==> config.mk <==
export PLATFORM = sky130hd
export DESIGN_NAME = http_request_header_tokenizer
export DESIGN_NICKNAME = d
export VERILOG_FILES = /design/src/hdl/hrt_pkg.sv /design/src/hdl/hrt_front.sv /design/src/hdl/hrt_queue.sv /design/src/hdl/hrt_back.sv /design/src/hdl/http_request_header_tokenizer.sv
export VERILOG_INCLUDE_DIRS = /design/src /design/src/hdl
export SDC_FILE = /design/constraint.sdc
export NUM_CORES = 1
export LEC_CHECK = 0
export ABC_AREA = 1
export BUFFER_PORTS_ARGS = -buffer_cell sky130_fd_sc_hd__buf_2
export CORE_MARGIN = 1
export CORE_UTILIZATION = 45
export CTS_CLUSTER_SIZE = 24
export DETAILED_ROUTE_END_ITERATION = 16
export PLACE_DENSITY = 0.6
export SLEW_MARGIN = 20
export SYNTH_ARGS = -nofsm -noshare
export SYNTH_HDL_FRONTEND = slang
export SYNTH_SLANG_ARGS = --single-unit
==> constraint.sdc <==
create_clock -name i_clk -period 4.6 [get_ports i_clk]
set_input_delay 0.92 -clock i_clk [delete_from_list [all_inputs] [get_ports i_clk]]
set_output_delay 0.92 -clock i_clk [all_outputs]
set_load 0.02 [all_outputs]
==> src/hdl/http_request_header_tokenizer_assert.svh <==
// assertion macros shared by the tokenizer modules
// no dependencies; included by the modules that check their own logic
`ifndef HTTP_REQUEST_HEADER_TOKENIZER_ASSERT_SVH
`define HTTP_REQUEST_HEADER_TOKENIZER_ASSERT_SVH
`ifndef SYNTHESIS
// same-cycle implication, disabled in reset
`define HRT_ASSERT_IMPLIES(lbl, clk, rst_n, ante, cons) \
    lbl: assert property (@(posedge clk) disable iff (!rst_n) (ante) |-> (cons)) \
        else $error("tokenizer assertion failed");
// next-cycle implication, disabled in reset
`define HRT_ASSERT_NEXT(lbl, clk, rst_n, ante, cons) \
    lbl: assert property (@(posedge clk) disable iff (!rst_n) (ante) |=> (cons)) \
        else $error("tokenizer assertion failed");
`else
`define HRT_ASSERT_IMPLIES(lbl, clk, rst_n, ante, cons)
`define HRT_ASSERT_NEXT(lbl, clk, rst_n, ante, cons)
`endif
`endif

==> src/hdl/hrt_pkg.sv <==
// types, constants and helpers for the http request header tokenizer
// no dependencies; imported by every tokenizer module
package hrt_pkg;

    // length arithmetic width and configuration width
    localparam int LENGTH_BITS = 32;
    localparam int CFG_W       = 32;
    localparam int CMP_W       = (LENGTH_BITS > CFG_W) ? LENGTH_BITS : CFG_W;
    localparam logic [CFG_W-1:0] MAX_BODY_RESET = CFG_W'(65536);

    // header name matched for the body length
    localparam int NAME_LEN = 14;
    localparam int POS_W    = $clog2(NAME_LEN + 1);

    // delimiter characters
    localparam logic [7:0] CHAR_SPACE = 8'h20;
    localparam logic [7:0] CHAR_CR    = 8'h0D;
    localparam logic [7:0] CHAR_COLON = 8'h3A;
    localparam logic [7:0] CHAR_ZERO  = 8'h30;
    localparam logic [7:0] CHAR_NINE  = 8'h39;

    // queue between front and back
    localparam int Q_DEPTH = 4;
    localparam int Q_AW    = $clog2(Q_DEPTH);
    localparam int Q_CW    = $clog2(Q_DEPTH + 1);

    typedef enum logic [2:0] {
        PH_METHOD  = 3'd0,
        PH_URL     = 3'd1,
        PH_VERSION = 3'd2,
        PH_KEY     = 3'd3,
        PH_VALUE   = 3'd4,
        PH_BODY    = 3'd5
    } t_phase;

    typedef enum logic [2:0] {
        KIND_METHOD    = 3'd0,
        KIND_URL       = 3'd1,
        KIND_VERSION   = 3'd2,
        KIND_KEY       = 3'd3,
        KIND_VALUE     = 3'd4,
        KIND_BODY      = 3'd5,
        KIND_DELIM     = 3'd6,
        KIND_BODY_DROP = 3'd7
    } t_kind;

    // one classified byte as it travels through the queue
    typedef struct packed {
        logic [7:0] data;
        logic       msg_start;
        logic       is_space;
        logic       is_cr;
        logic       is_colon;
        logic       is_digit;
        logic [3:0] digit;
    } t_tok;

    // characters of "Content-Length" by position
    function automatic logic [7:0] name_char(input logic [POS_W-1:0] pos);
        logic [7:0] c;
        case (pos)
            POS_W'(0):  c = 8'h43; // C
            POS_W'(1):  c = 8'h6F; // o
            POS_W'(2):  c = 8'h6E; // n
            POS_W'(3):  c = 8'h74; // t
            POS_W'(4):  c = 8'h65; // e
            POS_W'(5):  c = 8'h6E; // n
            POS_W'(6):  c = 8'h74; // t
            POS_W'(7):  c = 8'h2D; // -
            POS_W'(8):  c = 8'h4C; // L
            POS_W'(9):  c = 8'h65; // e
            POS_W'(10): c = 8'h6E; // n
            POS_W'(11): c = 8'h67; // g
            POS_W'(12): c = 8'h74; // t
            POS_W'(13): c = 8'h68; // h
            default:    c = 8'h00;
        endcase
        return c;
    endfunction

endpackage

==> src/hdl/hrt_front.sv <==
// front end: input handshake and byte classification into queue tokens
// depends on hrt_pkg
module hrt_front (
    input  logic          i_valid,
    output logic          o_stall,
    input  logic [7:0]    i_byte_in,
    input  logic          i_message_start,
    input  logic          i_q_full,
    output logic          o_push,
    output hrt_pkg::t_tok o_tok
);
    import hrt_pkg::*;

    // stall whenever the queue has no room
    assign o_stall = i_q_full;
    assign o_push  = i_valid && !i_q_full;

    // classify the byte once so the back end only sees flags
    always_comb begin
        o_tok.data      = i_byte_in;
        o_tok.msg_start = i_message_start;
        o_tok.is_space  = (i_byte_in == CHAR_SPACE);
        o_tok.is_cr     = (i_byte_in == CHAR_CR);
        o_tok.is_colon  = (i_byte_in == CHAR_COLON);
        o_tok.is_digit  = (i_byte_in >= CHAR_ZERO) && (i_byte_in <= CHAR_NINE);
        o_tok.digit     = 4'(i_byte_in - CHAR_ZERO);
    end

endmodule

==> src/hdl/hrt_queue.sv <==
// short token queue decoupling the classifier from the parser
// depends on hrt_pkg and the assertion header
`include "http_request_header_tokenizer_assert.svh"
module hrt_queue (
    input  logic          i_clk,
    input  logic          i_rst_n,
    input  logic          i_push,
    input  hrt_pkg::t_tok i_tok,
    input  logic          i_pop,
    output hrt_pkg::t_tok o_tok,
    output logic          o_full,
    output logic          o_not_empty
);
    import hrt_pkg::*;

    t_tok            r_mem [Q_DEPTH];
    logic [Q_AW-1:0] r_wr_ptr;
    logic [Q_AW-1:0] r_rd_ptr;
    logic [Q_CW-1:0] r_count;

    assign o_full      = (r_count == Q_CW'(Q_DEPTH));
    assign o_not_empty = (r_count != '0);
    assign o_tok       = r_mem[r_rd_ptr];

    // storage write
    always_ff @(posedge i_clk) begin
        if (i_push) begin
            r_mem[r_wr_ptr] <= i_tok;
        end
    end

    // pointers and fill count
    always_ff @(posedge i_clk) begin
        if (!i_rst_n) begin
            r_wr_ptr <= '0;
            r_rd_ptr <= '0;
            r_count  <= '0;
        end else begin
            if (i_push) begin
                r_wr_ptr <= Q_AW'(r_wr_ptr + 1'b1);
            end
            if (i_pop) begin
                r_rd_ptr <= Q_AW'(r_rd_ptr + 1'b1);
            end
            case ({i_push, i_pop})
                2'b10:   r_count <= Q_CW'(r_count + 1'b1);
                2'b01:   r_count <= Q_CW'(r_count - 1'b1);
                default: r_count <= r_count;
            endcase
        end
    end

    // queue sanity
    `HRT_ASSERT_IMPLIES(a_no_overflow, i_clk, i_rst_n, i_push, r_count != Q_CW'(Q_DEPTH))
    `HRT_ASSERT_IMPLIES(a_no_underflow, i_clk, i_rst_n, i_pop, r_count != '0)
    `HRT_ASSERT_IMPLIES(a_count_range, i_clk, i_rst_n, 1'b1, r_count <= Q_CW'(Q_DEPTH))

endmodule

==> src/hdl/hrt_back.sv <==
// back end: request phase tracking, length accumulation and result register
// depends on hrt_pkg and the assertion header
`include "http_request_header_tokenizer_assert.svh"
module hrt_back (
    input  logic                     i_clk,
    input  logic                     i_rst_n,
    input  logic                     i_cfg_valid,
    output logic                     o_cfg_ready,
    input  logic [hrt_pkg::CFG_W-1:0] i_cfg_max_body_bytes,
    input  hrt_pkg::t_tok            i_tok,
    input  logic                     i_not_empty,
    output logic                     o_pop,
    output logic                     o_valid,
    input  logic                     i_stall,
    output logic [7:0]               o_byte_out,
    output logic [2:0]               o_byte_kind,
    output logic                     o_header_done,
    output logic [31:0]              o_declared_len,
    output logic                     o_body_complete,
    output logic                     o_body_too_large
);
    import hrt_pkg::*;

    localparam int LB = LENGTH_BITS;

    // configuration
    logic [CFG_W-1:0] r_max;

    // parser state
    t_phase           r_phase,  n_phase;
    logic             r_skip,   n_skip;
    logic [POS_W-1:0] r_pos,    n_pos;
    logic             r_still,  n_still;
    logic             r_islen,  n_islen;
    logic [LB-1:0]    r_acc,    n_acc;
    logic             r_open,   n_open;
    logic [LB-1:0]    r_decl,   n_decl;
    logic [LB-1:0]    r_cnt,    n_cnt;

    // result register
    logic             r_ovalid;
    logic [7:0]       r_obyte;
    t_kind            r_okind;
    logic             r_odone;
    logic [31:0]      r_olen;
    logic             r_ocomplete;
    logic             r_otoo;

    t_kind            n_kind;
    logic             n_done;
    logic             n_too;
    logic             body_big;
    logic [LB+3:0]    wide;

    assign o_cfg_ready = 1'b1;

    // take a token whenever the result register is free or drains
    assign o_pop = i_not_empty && (!r_ovalid || !i_stall);

    // declared length against the limit, as held before this byte
    assign body_big = (CMP_W'(r_decl) > CMP_W'(r_max));

    // next state and result for the token at the queue head
    always_comb begin
        n_phase = r_phase;
        n_skip  = r_skip;
        n_pos   = r_pos;
        n_still = r_still;
        n_islen = r_islen;
        n_acc   = r_acc;
        n_open  = r_open;
        n_decl  = r_decl;
        n_cnt   = r_cnt;
        n_kind  = KIND_DELIM;
        n_done  = 1'b0;
        wide    = '0;

        // new request clears everything but the limit
        if (i_tok.msg_start) begin
            n_phase = PH_METHOD;
            n_skip  = 1'b0;
            n_pos   = '0;
            n_still = 1'b1;
            n_islen = 1'b0;
            n_acc   = '0;
            n_open  = 1'b1;
            n_decl  = '0;
            n_cnt   = '0;
        end

        if (n_skip) begin
            n_skip = 1'b0;
        end else begin
            unique case (n_phase)
                PH_METHOD: begin
                    if (i_tok.is_space) n_phase = PH_URL;
                    else n_kind = KIND_METHOD;
                end
                PH_URL: begin
                    if (i_tok.is_space) n_phase = PH_VERSION;
                    else n_kind = KIND_URL;
                end
                PH_VERSION: begin
                    if (i_tok.is_cr) begin
                        n_phase = PH_KEY;
                        n_skip  = 1'b1;
                    end else begin
                        n_kind = KIND_VERSION;
                    end
                end
                PH_KEY: begin
                    if (i_tok.is_cr) begin
                        // blank line ends the header block
                        n_phase = PH_BODY;
                        n_skip  = 1'b1;
                        n_done  = 1'b1;
                        n_pos   = '0;
                        n_still = 1'b1;
                        n_islen = 1'b0;
                        n_acc   = '0;
                        n_open  = 1'b1;
                    end else if (i_tok.is_colon) begin
                        n_islen = n_still && (n_pos == POS_W'(NAME_LEN));
                        n_phase = PH_VALUE;
                        n_skip  = 1'b1;
                    end else begin
                        n_kind = KIND_KEY;
                        if (n_still && (n_pos < POS_W'(NAME_LEN)) &&
                            (i_tok.data == name_char(n_pos))) begin
                            n_pos = POS_W'(n_pos + 1'b1);
                        end else begin
                            n_still = 1'b0;
                        end
                    end
                end
                PH_VALUE: begin
                    if (i_tok.is_cr) begin
                        if (n_islen) n_decl = n_acc;
                        n_pos   = '0;
                        n_still = 1'b1;
                        n_islen = 1'b0;
                        n_acc   = '0;
                        n_open  = 1'b1;
                        n_phase = PH_KEY;
                        n_skip  = 1'b1;
                    end else begin
                        n_kind = KIND_VALUE;
                        if (n_islen && n_open) begin
                            if (i_tok.is_digit) begin
                                // times ten plus digit, saturating
                                wide = ((LB+4)'(n_acc) << 3) + ((LB+4)'(n_acc) << 1) +
                                       (LB+4)'(i_tok.digit);
                                n_acc = (|wide[LB+3:LB]) ? '1 : wide[LB-1:0];
                            end else begin
                                n_open = 1'b0;
                            end
                        end
                    end
                end
                default: begin
                    // body bytes counted up to the declared length, all dropped if it is over the limit
                    if (body_big) begin
                        n_kind = KIND_BODY_DROP;
                    end else if (n_cnt < n_decl) begin
                        n_cnt  = LB'(n_cnt + 1'b1);
                        n_kind = KIND_BODY;
                    end else begin
                        n_kind = KIND_BODY_DROP;
                    end
                end
            endcase
        end

        n_too = (CMP_W'(n_decl) > CMP_W'(r_max));
    end

    // configuration register
    always_ff @(posedge i_clk) begin
        if (!i_rst_n) begin
            r_max <= MAX_BODY_RESET;
        end else if (i_cfg_valid) begin
            r_max <= i_cfg_max_body_bytes;
        end
    end

    // parser state register
    always_ff @(posedge i_clk) begin
        if (!i_rst_n) begin
            r_phase <= PH_METHOD;
            r_skip  <= 1'b0;
            r_pos   <= '0;
            r_still <= 1'b1;
            r_islen <= 1'b0;
            r_acc   <= '0;
            r_open  <= 1'b1;
            r_decl  <= '0;
            r_cnt   <= '0;
        end else if (o_pop) begin
            r_phase <= n_phase;
            r_skip  <= n_skip;
            r_pos   <= n_pos;
            r_still <= n_still;
            r_islen <= n_islen;
            r_acc   <= n_acc;
            r_open  <= n_open;
            r_decl  <= n_decl;
            r_cnt   <= n_cnt;
        end
    end

    // result valid
    always_ff @(posedge i_clk) begin
        if (!i_rst_n) begin
            r_ovalid <= 1'b0;
        end else if (o_pop) begin
            r_ovalid <= 1'b1;
        end else if (!i_stall) begin
            r_ovalid <= 1'b0;
        end
    end

    // result payload, length fields only live in the body phase
    always_ff @(posedge i_clk) begin
        if (o_pop) begin
            r_obyte     <= i_tok.data;
            r_okind     <= n_kind;
            r_odone     <= n_done;
            r_olen      <= (n_phase == PH_BODY) ? 32'(n_decl) : '0;
            r_ocomplete <= (n_phase == PH_BODY) && !n_too && (n_cnt == n_decl);
            r_otoo      <= (n_phase == PH_BODY) && n_too;
        end
    end

    assign o_valid          = r_ovalid;
    assign o_byte_out       = r_obyte;
    assign o_byte_kind      = r_okind;
    assign o_header_done    = r_odone;
    assign o_declared_len   = r_olen;
    assign o_body_complete  = r_ocomplete;
    assign o_body_too_large = r_otoo;

    // parser consistency
    `HRT_ASSERT_IMPLIES(a_skip_phase, i_clk, i_rst_n, r_skip, r_phase >= PH_KEY)
    `HRT_ASSERT_IMPLIES(a_done_delim, i_clk, i_rst_n, r_ovalid && r_odone, r_okind == KIND_DELIM)
    `HRT_ASSERT_IMPLIES(a_complete_fits, i_clk, i_rst_n, r_ovalid && r_ocomplete, !r_otoo)
    `HRT_ASSERT_NEXT(a_pop_shows, i_clk, i_rst_n, o_pop, o_valid)

endmodule

==> src/hdl/http_request_header_tokenizer.sv <==
// http request header tokenizer: one request byte in, one tagged byte out.
// an accepted byte is written into the token queue, then parsed into the result register.
// throughput: one byte per cycle while the output does not stall, set by the back-end parser step.
// a four-entry token queue lets input and output stall independently.
// reset (synchronous, active low) empties the queue, clears parser state, limit 65536.
// built from hrt_front, hrt_queue and hrt_back; depends on hrt_pkg
module http_request_header_tokenizer (
    input  logic                      i_clk,
    input  logic                      i_rst_n,
    input  logic                      i_valid,
    output logic                      o_stall,
    input  logic [7:0]                i_byte_in,
    input  logic                      i_message_start,
    output logic                      o_valid,
    input  logic                      i_stall,
    output logic [7:0]                o_byte_out,
    output logic [2:0]                o_byte_kind,
    output logic                      o_header_done,
    output logic [31:0]               o_declared_len,
    output logic                      o_body_complete,
    output logic                      o_body_too_large,
    input  logic                      i_cfg_valid,
    output logic                      o_cfg_ready,
    input  logic [hrt_pkg::CFG_W-1:0] i_cfg_max_body_bytes
);
    import hrt_pkg::*;

    t_tok front_tok;
    t_tok queue_tok;
    logic push;
    logic pop;
    logic q_full;
    logic q_not_empty;

    // classification and input handshake
    hrt_front u_front (
        .i_valid         (i_valid),
        .o_stall         (o_stall),
        .i_byte_in       (i_byte_in),
        .i_message_start (i_message_start),
        .i_q_full        (q_full),
        .o_push          (push),
        .o_tok           (front_tok)
    );

    // decoupling queue
    hrt_queue u_queue (
        .i_clk       (i_clk),
        .i_rst_n     (i_rst_n),
        .i_push      (push),
        .i_tok       (front_tok),
        .i_pop       (pop),
        .o_tok       (queue_tok),
        .o_full      (q_full),
        .o_not_empty (q_not_empty)
    );

    // parser and result register
    hrt_back u_back (
        .i_clk                (i_clk),
        .i_rst_n              (i_rst_n),
        .i_cfg_valid          (i_cfg_valid),
        .o_cfg_ready          (o_cfg_ready),
        .i_cfg_max_body_bytes (i_cfg_max_body_bytes),
        .i_tok                (queue_tok),
        .i_not_empty          (q_not_empty),
        .o_pop                (pop),
        .o_valid              (o_valid),
        .i_stall              (i_stall),
        .o_byte_out           (o_byte_out),
        .o_byte_kind          (o_byte_kind),
        .o_header_done        (o_header_done),
        .o_declared_len       (o_declared_len),
        .o_body_complete      (o_body_complete),
        .o_body_too_large     (o_body_too_large)
    );

endmodule
# ---- After elaboration in Yosys (flattened, before gate mapping)
# Memories as Yosys holds them, arrays and structs flattened. A register that Yosys moved wholly into a read port is not among the register bits.
# Index checks and enable logic that the tools add are counted.
dict set report word_totals {
  ff_bits 193
  ramBits 68
  romBits 112
  inputBits 46
  out_inout_bits 49
  elab_cells 154
  memories 2
}
dict set report classes {
  add_sub_neg 9
  order_cmp 6
  eq_ne 15
  n_mux 79
  bitwise_logic 1
  reduce_logical 22
}
# memory words word_bits read_ports rd_clocked_by_memory_dff write_ports line_no
set mem_list {}
lappend mem_list {{(name not given)} 16 7 1 0 0 hrt_pkg.sv:61} ;# case (pos)
lappend mem_list {u_queue.r_mem 4 17 1 1 1 hrt_queue.sv:16} ;# t_tok r_mem [Q_DEPTH];
# op count
set op_table {}
lappend op_table {{$mux 32} 17}
lappend op_table {{$gt 32x32->1} 2}
lappend op_table {{$pmux 32 s2} 1}
lappend op_table {{$mux 3} 13}
lappend op_table {{$add 35x33->36} 1}
lappend op_table {{$add 36x4->36} 1}
lappend op_table {{$add 32x1->32 const B} 1}
lappend op_table {{$eq 32x32->1} 1}
lappend op_table {{$lt 32x32->1} 1}
lappend op_table {{$mux 8} 4}
lappend op_table {{$mux 1} 26}
lappend op_table {{$mux 4} 6}
lappend op_table {{$eq 8x6->1 const B} 2}
lappend op_table {{$pmux 3 s5} 1}
lappend op_table {{$pmux 3 s4} 1}
lappend op_table {{$logic_and 1x1->1} 10}
lappend op_table {{$eq 3x3->1 const B} 3}
lappend op_table {{$eq 8x4->1 const B} 1}
lappend op_table {{$eq 8x8->1} 1}
lappend op_table {{$ge 8x6->1 const B} 1}
lappend op_table {{$le 8x6->1 const B} 1}
lappend op_table {{$mux 2} 4}
lappend op_table {{$pmux 1 s2} 4}
lappend op_table {{$pmux 4 s2} 1}
lappend op_table {{other kinds (22)} 28}

# ---- Depth between registers and ports, before layout
# Gate-level depths: netlist (run 1).
# An unclocked memory read counts as a cell.
dict set report depth {
  depth_word 13
  mapped_depth 35
  mapped_depth_nobuf 31
}

# ---- Modules after synthesis
# A second synthesis (run 1) with hierarchy kept.
dict set report unflattened {
  hier_cells 2660
  area_unflattened_um2 18985.7
}
# module instances cells_per_inst area_each_um2 seq_area_each_um2
set by_module_without_submodules {}
lappend by_module_without_submodules {hrt_back 1 2397 15747.6 4184.0}
lappend by_module_without_submodules {hrt_queue 1 223 3025.4 2222.1}
lappend by_module_without_submodules {hrt_front 1 40 212.7 0.0}

# ---- Worst setup path after synthesis (run 1)
# No wires, ideal clock.
dict set report synth_timing {
  path_type {reg-to-reg}
  from {register with a tool-made name}
  to {register u_back.r_acc[24]}
  arrival_ns 4.560
  required_ns 4.468
  slack_ns -0.092
  stages_incl_launch_ff 34
  path_buffers 6
  path_cell_list {dfxtp_1 -> buf_4 -> inv_4 -> nand2_2 -> nand3_4 -> nand2_8 -> inv_4 -> buf_6 -> buf_2 -> buf_2 -> buf_1 -> nor2_1 -> nor2_1 -> a21oi_1 -> ha_1 -> o21bai_1 -> ha_1 -> a21oi_1 -> nand2_1 -> nand3_1 -> nand2_1 -> a21oi_1 -> o21ai_1 -> a21boi_0 -> o21ai_1 -> nor2_1 -> nand2_2 -> nor2_2 -> inv_2 -> buf_2 -> nor2_1 -> o21ai_1 -> nand2_1 -> a21oi_1}
}
# element line_no
set synth_rtl {}
lappend synth_rtl {{to (signal assigned)} hrt_back.sv:204} ;# r_acc <= n_acc;
lappend synth_rtl {{to (decl)} hrt_back.sv:35} ;# logic [LB-1:0] r_acc, n_acc;

==> results of run 1 <==
==> registers in the layout, summed over array words and instances (netlist names), 4 cells and up, named ones only <==
name	count
u_back.o_declared_len	32
u_back.r_decl	32
u_back.r_pos	4
u_back.o_byte_out	8
u_back.r_acc	32
u_back.r_cnt	32
u_back.r_max	32
u_queue.r_mem	52
==> metal layers <==
layer	global-route usage [%]	share of wire, %
met4	12.5	4.7
met2	45.4	45
met3	3.66	5.7
met5	0	0
met1	35.9	44
==> power breakdown <==
group	internal [W]	switching (W)
logic	0.00217	0.00470
registers	0.00304	0.000396
clock network	0.00144	0.000989
total	0.00665	0.00609
==> how the worst max path moves through the flow <==
| stage | start | to | cells past startpoint |
|---|---|---|---|
| finish | flip-flop | u_back.o_body_complete | 26 |
| global route | flip-flop | u_back.r_acc[31] | 27 |
| CTS | flip-flop | u_back.o_body_complete | 26 |
| detailed placement | flip-flop | u_back.o_body_complete | 26 |
| global placement | flip-flop | u_back.r_acc[8] | 24 |
| floorplan | flip-flop | u_back.r_acc[24] | 32 |
==> metrics by stage <==
stage | utilization, % | cell area [µm²]
6_report | 51.7 | 20000
3_5_place_dp | 48.8 | 18800
4_1_cts | 51.3 | 19800
3_3_place_gp | 48.8 | 18800
5_1_grt | 51.7 | 20000
2_1_floorplan | - | 17600
==> placed cells by master (no fill, tap or decap), types with 6 or more instances in the layout <==
master | netlist | routed
a21oi_1 | 259 | 258
dfxtp_1 | 149 | 148
inv_1 | 332 | 331
o211ai_1 | 14 | 14
o22ai_1 | 7 | 7
buf_2 | 18 | 93
clkinv_1 | 3 | 9
o21ai_1 | 51 | 49
nor3_1 | 18 | 18
o21ai_0 | 205 | 204
nor2_2 | 17 | 24
o21a_1 | 9 | 9
xor2_1 | 25 | 25
nand4_1 | 26 | 26
buf_4 | 6 | 60
nand3_1 | 111 | 111
ha_1 | 169 | 169
edfxtp_1 | 98 | 98
clkinv_2 | 0 | 6
clkbuf_16 | 0 | 29
nor4_1 | 10 | 9
nand2_1 | 480 | 480
o21ai_2 | 11 | 14
nand2_2 | 15 | 15
inv_2 | 20 | 19
xnor2_1 | 11 | 11
nor2_1 | 290 | 283
==> final cells by class <==
type | count | area share (%)
repair buffers | 160 | 5.22
flip-flops and latches | 247 | 29.7
well taps | 518 | 3.24
clock inverters | 23 | 1.33
clock buffers | 30 | 3.65
multi-input cells | 1798 | 50.1
inverters | 357 | 6.76
==> cells by family (layout without fill, tap and decap cells) <==
family / count (synthesis) / count (layout) / synth area share (%)
simple gates: 997 / 997 / 24.2
buf+inv: 445 / 570 / 9.89
other cells: 1 / 1 / 0.0213
fa+ha+maj: 171 / 171 / 12.2
compound gates: 593 / 593 / 18.2
flops: 247 / 247 / 33.6
xor+xnor: 36 / 36 / 1.79
==> worst max-delay path: cells and delay by family (launching register included) <==
kind	cells	cell delay, ns
and+or+nand+nor	18	1.98
adders and majority gates	1	0.25
AOI/OAI and AO/OA	2	0.32
buffers and inverters	5	1.12
DFF	1	0.41
==> repair_timing <==
| action | 4_1_cts | 5_1_grt |
|---|---|---|
| gates resized for setup | 0 | 23 |
| hold buffers | 0 | 0 |
| setup endpoints to repair | 0 | 23 |
| buffers inserted | 0 | 5 |
==> impl_metrics.tcl, run 1 <==
set metrics [dict create \
    status "finished clean" \
    fp-row-count 72 \
    reg2reg_setup_slack_ns 0.33 \
    crit_path_max_incr_delay_ns 0.41 \
    cp.arrival_ns 4.70 \
    drt_pre_antenna_iters 5 \
    ys.flop_type "dfxtp_1" \
    drive_gt1_share_pct 12.0 \
    routedWlPerCell_um 17.5 \
    netlist_area_mm2 0.0176 \
    synth_common_cells "nand2_1, inv_1, nor2_1" \
    final_nets 2810 \
    yosysMostFrequentCell "nand2_1" \
    syn_nets 2707 \
    vias 16800 \
    ys_seq_area_share_pct 33.6 \
    critPathRequiredTime_ns 5.03 \
    setup_viol_count_final 0 \
    cts_tree "yes" \
    syn_avg_cell_area_um2 7.08 \
    p_leak_nw 9.21 \
    clk_latency_ns 0.59 \
    multiInputGateArea_mm2 0.0100 \
    post-route-min-period_ns 4.27 \
    die_h_um 200 \
    worstPathMaxFanout 43 \
    synth.area.top_cells "dfxtp_1, edfxtp_1, ha_1" \
    ys_warn_count 0 \
    min_path_cells 2 \
    async_reset_ff_share_pct 0 \
    worstMarginPinSlew_ns 0.872 \
    worstHoldStart "u_queue.r_rd_ptr[1]" \
    hold_slack_ns 0.477 \
    dpl.hpwl_mm 41.8 \
    io_pins 95 \
    antenna_found_initial 0 \
    dp.cells 3075 \
    timing.setup.tns_ns 0 \
    syn_inst 2490 \
    grt_overflow 0 \
    power.total_w 0.0127 \
    yosys.area.top_type "dfxtp_1" \
    crit_slowest_cell "dfxtp_1" \
    nFillCells 3870 \
    maxSlewHeadroom_pct 41.9 \
    drt_iter0_drc 1116 \
    syn2layout_area_growth_pct 13.4 \
    dieArea_mm2 0.0400 \
    cts_root_buf "clkbuf_16" \
    skew_ns 0.0221 \
    drc 0 \
    cts_buffers 29 \
    synth_seq_cells 247 \
    hold_path_class "flip-flop to flip-flop" \
    grt_max_degree 114 \
    antenna_cells 0 \
    max_freq_ghz 0.234 \
    start_kind "flip-flop" \
    min_period_over_period_pct 92.8 \
    fin_ws_ns 0.333 \
    r2r-end "u_back.o_body_complete" \
    cts-htree-levels 1 \
    io_buffers 93 \
    crit_top_cell "nand2_1" \
    finalHoldViolCount 0 \
    stdcell_count 3133 \
    initial_core_util_pct 45.6 \
    synth_cell_types 58 \
    rsz0062_at_grt "false" \
    ant_nets 0 \
    track_usage_pct 27.6 \
    wl_mm 54.9 \
    r2r_cells 26 \
    synth_top_area_share_pct 16.9 \
    crit_type "flip-flop to flip-flop" \
    cts_max_path_buffers 3 \
    coreArea_mm2 0.0386 \
    finalMaxSlewViolations 0 \
    peakVddDrop_mv 0.417 \
    clkSlewWorstSetupHoldPaths_ns 0.06 \
    synth_edf_count 98 \
    grt_pass1_vias 15800 \
    clock-sinks 247 \
    seq_area_mm2 0.00593 \
    power_density_mw_per_mm2 638 \
    dp_slack_ns 0.197 \
    chipWidth_um 200 \
    via_per_inst 5.36 \
    drv_cap 0 \
    end_kind "flip-flop" \
    routabilityCongestion 0.964 \
    grt_pass1_wl_mm 85.4 \
]
Power figures use the tool's default switching activity.
==> run 2: changes to the inputs <==
--- a/config.mk
+++ b/config.mk
@@ -13,6 +13,7 @@
 export CTS_CLUSTER_SIZE = 24
 export DETAILED_ROUTE_END_ITERATION = 16
 export PLACE_DENSITY = 0.6
+export REMOVE_ABC_BUFFERS = 1
 export SLEW_MARGIN = 20
 export SYNTH_ARGS = -nofsm -noshare
 export SYNTH_HDL_FRONTEND = slang
==> impl_metrics.tcl, run 2 (synthesis gave the netlist of run 1 again) <==
set metrics [dict create \
    io_pins 95 \
    die_h_um 200 \
    cts_hold_buffers 0 \
    worstMarginPinSlew_ns 1.06 \
    power.total_w 0.0126 \
    switching_share_pct 48.1 \
    p_leak_nw 9.14 \
    worstHoldStart "u_queue.r_rd_ptr[1]" \
    finish.utilization_pct 51.3 \
    hold_path_class "flip-flop to flip-flop" \
    clockPowerShare_pct 19.2 \
    rsz0062_at_grt "false" \
    finalHoldViolCount 0 \
    grt_max_degree 83 \
    max_freq_ghz 0.235 \
    largest_reg_flops 52 \
    end_kind "flip-flop" \
    routabilityCongestion 0.957 \
    min_period_over_period_pct 92.6 \
    multiInputGateArea_mm2 0.00999 \
    clock-sinks 247 \
    status "finished clean" \
    r2r-end "u_back.o_body_complete" \
    track_usage_pct 27.1 \
    grt_pass1_wl_mm 85.0 \
    syn2layout_area_growth_pct 12.5 \
    r2r_cells 25 \
    drc 0 \
    grt_pass1_vias 15700 \
    min_path_cells 2 \
    combPwrFrac_pct 53.7 \
    worstPathMaxFanout 33 \
    start_kind "flip-flop" \
    drt_pre_antenna_iters 5 \
    via_per_inst 5.31 \
    coreArea_mm2 0.0386 \
    layout_commonest_cell "nand2_1" \
    fp-row-count 72 \
    final_nets 2798 \
    seq_area_mm2 0.00593 \
    cts_tree "yes" \
    finalMaxSlewViolations 0 \
    grt_overflow 0 \
    reg2reg_setup_slack_ns 0.34 \
    intPower_w 0.00655 \
    vias 16600 \
    drt_iter0_drc 1062 \
    clkSlewWorstSetupHoldPaths_ns 0.06 \
    cts_root_buf "clkbuf_16" \
    initial_core_util_pct 45.6 \
    crit_type "flip-flop to flip-flop" \
    cts_buffers 29 \
    dpl.hpwl_mm 40.5 \
    cp.arrival_ns 4.71 \
    hold_slack_ns 0.475 \
    cts-htree-levels 1 \
    skew_ns 0.0185 \
    drive_gt1_share_pct 11.5 \
    nFillCells 3878 \
    wl_mm 53.7 \
    power_density_mw_per_mm2 636 \
    drv_cap 0 \
    maxSlewHeadroom_pct 29.0 \
    post-route-min-period_ns 4.26 \
    top_register "u_queue.r_mem" \
    io_buffers 93 \
    layout_common_cells "nand2_1, inv_1, nor2_1" \
    dieArea_mm2 0.0400 \
    routedWlPerCell_um 17.2 \
    cts_max_path_buffers 3 \
    antenna_found_initial 0 \
    switchingPower_w 0.00607 \
    ant_nets 0 \
    peakVddDrop_mv 0.585 \
    chipWidth_um 200 \
    clk_latency_ns 0.59 \
    seqPwrFrac_pct 27.1 \
    setup_viol_count_final 0 \
    critPathRequiredTime_ns 5.05 \
]
run 2: layout make-up:
cell class              count  share of cell area (%)
repair buffers            148                    4.64
diodes                      1                  0.0126
multi-input cells        1798                    50.4
clock inverters            21                    1.17
inverters                 357                    6.81
flip-flops and latches    247                    29.9
well taps                 518                    3.27
clock buffers              33                    3.84
run 2: how the worst max path moves through the flow:
| stage | start | endpoint | slack [ns] |
|---|---|---|---|
| 2_1_floorplan | i_stall | u_back.r_acc[0] | -6.51 |
| 3_3_place_gp | flip-flop | u_back.o_body_complete | 0.17 |
| 3_5_place_dp | flip-flop | u_back.r_acc[21] | 0.11 |
| 4_1_cts | flip-flop | u_back.r_acc[21] | 0.08 |
| 5_1_grt | flip-flop | u_back.o_body_complete | 0.01 |
| 6_report | flip-flop | u_back.o_body_complete | 0.34 |
run 2: critical path, stage by stage (launching register included):
cell and delay, ns:
dfxtp_2 0.39, nand2_1 0.11, nand3_4 0.12, nand2_8 0.08
inv_6 0.16, buf_6 0.33, nor2_1 0.10, inv_1 0.10
ha_1 0.23, nand2_1 0.14, o21ai_0 0.17, a21oi_1 0.30
nand2_1 0.13, nor2_1 0.13, nand2_2 0.16, inv_2 0.17
nand2_1 0.22, o21ai_1 0.23, nand2_1 0.09, nand2_1 0.07
nand2_1 0.14, nor2_1 0.13, nand2_1 0.05, nor2_1 0.13
nand3_1 0.11, nor2_1 0.11
run 2: power groups by stage:
stage	Sequential (W)	Combinational [W]	Clock, W
final	0.00342	0.00677	0.00242
after global placement	0.00343	0.00665	0
after global routing	0.00349	0.00760	0.00255
after detailed placement	0.00344	0.00672	0
after floorplan	0.00359	0.00403	0
after CTS	0.00341	0.00676	0.00247
run 2: stage by stage:
step	TNS (ns)	worst slack (ns)	cells	instance area, µm²
global placement	0	0.170	3068	18800
finish	0	0.338	3123	19800
detailed placement	0	0.112	3068	18800
global route	0	0.0137	3122	19800
floorplan	-558.80	-6.51	2402	17200
CTS	0	0.0767	3122	19800
run 2: metal layers:
metal | part of all wire, % | track usage (%) | vias to the layer above | routed length (µm)
li1 | - | - | 8447 | -
met1 | 47 | 37.3 | 7635 | 25200
met2 | 46 | 45.9 | 442 | 24900
met3 | 5.2 | 2.54 | 52 | 2780
met4 | 1.6 | 5.51 | 0 | 856
met5 | 0 | 0 | - | 0
run 2: repair_timing:
item	in CTS	in global routing
setup buffers	0	0
gates resized for setup	0	12
endpoints found under the setup margin	0	33
==> run 3: changes to the inputs <==
--- a/config.mk
+++ b/config.mk
@@ -9,10 +9,10 @@
 export ABC_AREA = 1
 export BUFFER_PORTS_ARGS = -buffer_cell sky130_fd_sc_hd__buf_2
 export CORE_MARGIN = 1
-export CORE_UTILIZATION = 45
+export CORE_UTILIZATION = 57
 export CTS_CLUSTER_SIZE = 24
 export DETAILED_ROUTE_END_ITERATION = 16
-export PLACE_DENSITY = 0.6
+export PLACE_DENSITY = 0.9
 export REMOVE_ABC_BUFFERS = 1
 export SLEW_MARGIN = 20
 export SYNTH_ARGS = -nofsm -noshare
==> impl_metrics.tcl, run 3 (synthesis gave the netlist of run 1 again) <==
set metrics [dict create \
    r2r-end "u_back.r_acc[14]" \
    cts-htree-levels 1 \
    r2r_cells 27 \
    dp_slack_ns 0.120 \
    worstMarginPinSlew_ns 0.895 \
    drv_cap 0 \
    p_leak_nw 9.03 \
    io_buffers 93 \
    finalMaxSlewViolations 0 \
    post-route-min-period_ns 4.33 \
    cts_tree "yes" \
    grt_pass1_wl_mm 79.5 \
    cts_buffers 28 \
    min_period_over_period_pct 94.1 \
    ant_nets 0 \
    drt_iter0_drc 1558 \
    layout_common_cells "nand2_1, inv_1, nor2_1" \
    chipWidth_um 178 \
    crit_type "flip-flop to flip-flop" \
    antenna_cells 0 \
    dpl.hpwl_mm 37.4 \
    grt_pass1_vias 16100 \
    layout_commonest_cell "nand2_1" \
    wl_met2_mm 23.1 \
    finish.utilization_pct 64.1 \
    syn2layout_area_growth_pct 10.9 \
    power.total_w 0.0123 \
    cts_hold_buffers 0 \
    max_freq_ghz 0.231 \
    antenna_found_initial 0 \
    final_nets 2785 \
    top_register "u_queue.r_mem" \
    nFillCells 2672 \
    maxSlewHeadroom_pct 39.8 \
    coreArea_mm2 0.0305 \
    design_area_mm2 0.0195 \
    rsz0062_at_grt "true" \
    clock-sinks 247 \
    vias 17100 \
    peakVddDrop_mv 0.477 \
    track_usage_pct 31.2 \
    routabilityCongestion 1.03 \
    drc 0 \
    wl_met3_mm 3.94 \
    clk_latency_ns 0.57 \
    dieArea_mm2 0.0316 \
    hold_path_class "flip-flop to flip-flop" \
    io_pins 95 \
    cts_max_path_buffers 3 \
    skew_ns 0.0273 \
    reg2reg_setup_slack_ns 0.27 \
    die_h_um 178 \
    drt_pre_antenna_iters 6 \
    grt_max_degree 83 \
    timing.setup.tns_ns 0 \
    end_kind "flip-flop" \
    fp-row-count 64 \
    multiInputGateArea_mm2 0.0100 \
    initial_core_util_pct 57.8 \
    seq_area_mm2 0.00593 \
    drt-met1-wl_mm 21.1 \
    start_kind "flip-flop" \
    grt_overflow 0 \
    wl_mm 49.8 \
    postPlaceCellArea_mm2 0.0185 \
    min_path_cells 2 \
    critPathRequiredTime_ns 5.03 \
    status "finished clean" \
    drive_gt1_share_pct 11.3 \
    setup_viol_count_final 0 \
    cts_root_buf "clkbuf_16" \
    worstHoldStart "u_queue.r_rd_ptr[1]" \
    largest_reg_flops 52 \
    clkSlewWorstSetupHoldPaths_ns 0.06 \
    routed.top_layer "met4" \
    fin_ws_ns 0.272 \
    power_density_mw_per_mm2 632 \
    cp.arrival_ns 4.76 \
    finalHoldViolCount 0 \
    routedWlPerCell_um 16.7 \
    via_per_inst 5.73 \
    worstPathMaxFanout 30 \
]
-- run 3: changes by cell type in the layout (fill, tap and decap cells not counted), moves of 2 or more --
cell and delta:
nor2_2 +12, clkinv_4 +4, buf_6 +3, bufinv_16 -3, buf_4 -16, clkinv_1 +4
clkbuf_1 +2, clkinv_2 -3, clkbuf_8 -2, nor2_1 -13
-- run 3: worst max-delay path by stage --
stage                    from                      to  slack [ns]  depth (start not counted)
finish              flip-flop        u_back.r_acc[14]        0.27                         27
floorplan             i_stall         u_back.r_acc[0]       -6.51                          8
global route        flip-flop        u_back.r_acc[18]       -0.03                         27
CTS                 flip-flop        u_back.r_acc[29]        0.08                         25
global placement    flip-flop  u_back.o_body_complete        0.23                         30
detailed placement  flip-flop        u_back.r_acc[29]        0.12                         25
-- run 3: final cells by class --
cell class	count	share of cell area [%]
Multi-Input combinational cell	1798	51.4
Inverter	357	6.93
Sequential cell	247	30.3
Clock inverter	20	0.858
Timing Repair Buffer	135	4.24
Clock buffer	32	3.66
Timing Repair inverter	1	0.0320
Tap cell	396	2.54
-- run 3: through the flow --
stage | hold WS [ns] | instances
floorplan | 0.436 | 2402
global placement | 0.459 | 2931
detailed placement | 0.472 | 2931
CTS | 0.483 | 2983
global route | 0.507 | 2986
finish | 0.481 | 2986
-- run 3: layer usage --
metal  up-vias  GRT usage, %
met5         -             0
met4         0          11.4
met3       138          4.07
met2       721          53.2
met1      7826          40.3
li1       8429             -
-- run 3: report_power, final --
group	switching [W]	internal, W
Combinational	0.00467	0.00212
Clock	0.000957	0.00119
Sequential	0.000368	0.00304
-- run 3: timing repair --
| action | in CTS | in global routing |
|---|---|---|
| resized for setup | 0 | 33 |
| hold endpoints to repair | 0 | 0 |
| buffers inserted | 0 | 2 |
| setup endpoints to repair | 0 | 27 |
-- run 3: critical path, stage by stage (launching register included) --
cell and delay (ns):
dfxtp_1 0.42, inv_4 0.13, nand2_2 0.10, nand3_4 0.09, nand2_8 0.10, inv_4 0.06
buf_12 0.17, nor2_1 0.31, ha_1 0.30, ha_1 0.37, a21oi_1 0.23, o21ai_0 0.12
a21oi_1 0.13, o21ai_1 0.10, nand2_1 0.09, nor2_1 0.06, nand2_1 0.05, nand2_1 0.06
xor2_1 0.17, nor2_2 0.18, nand2_2 0.17, nor2_4 0.21, buf_4 0.16, inv_4 0.07
nor2_1 0.13, o21ai_1 0.08, nand2_1 0.06, a21oi_1 0.05
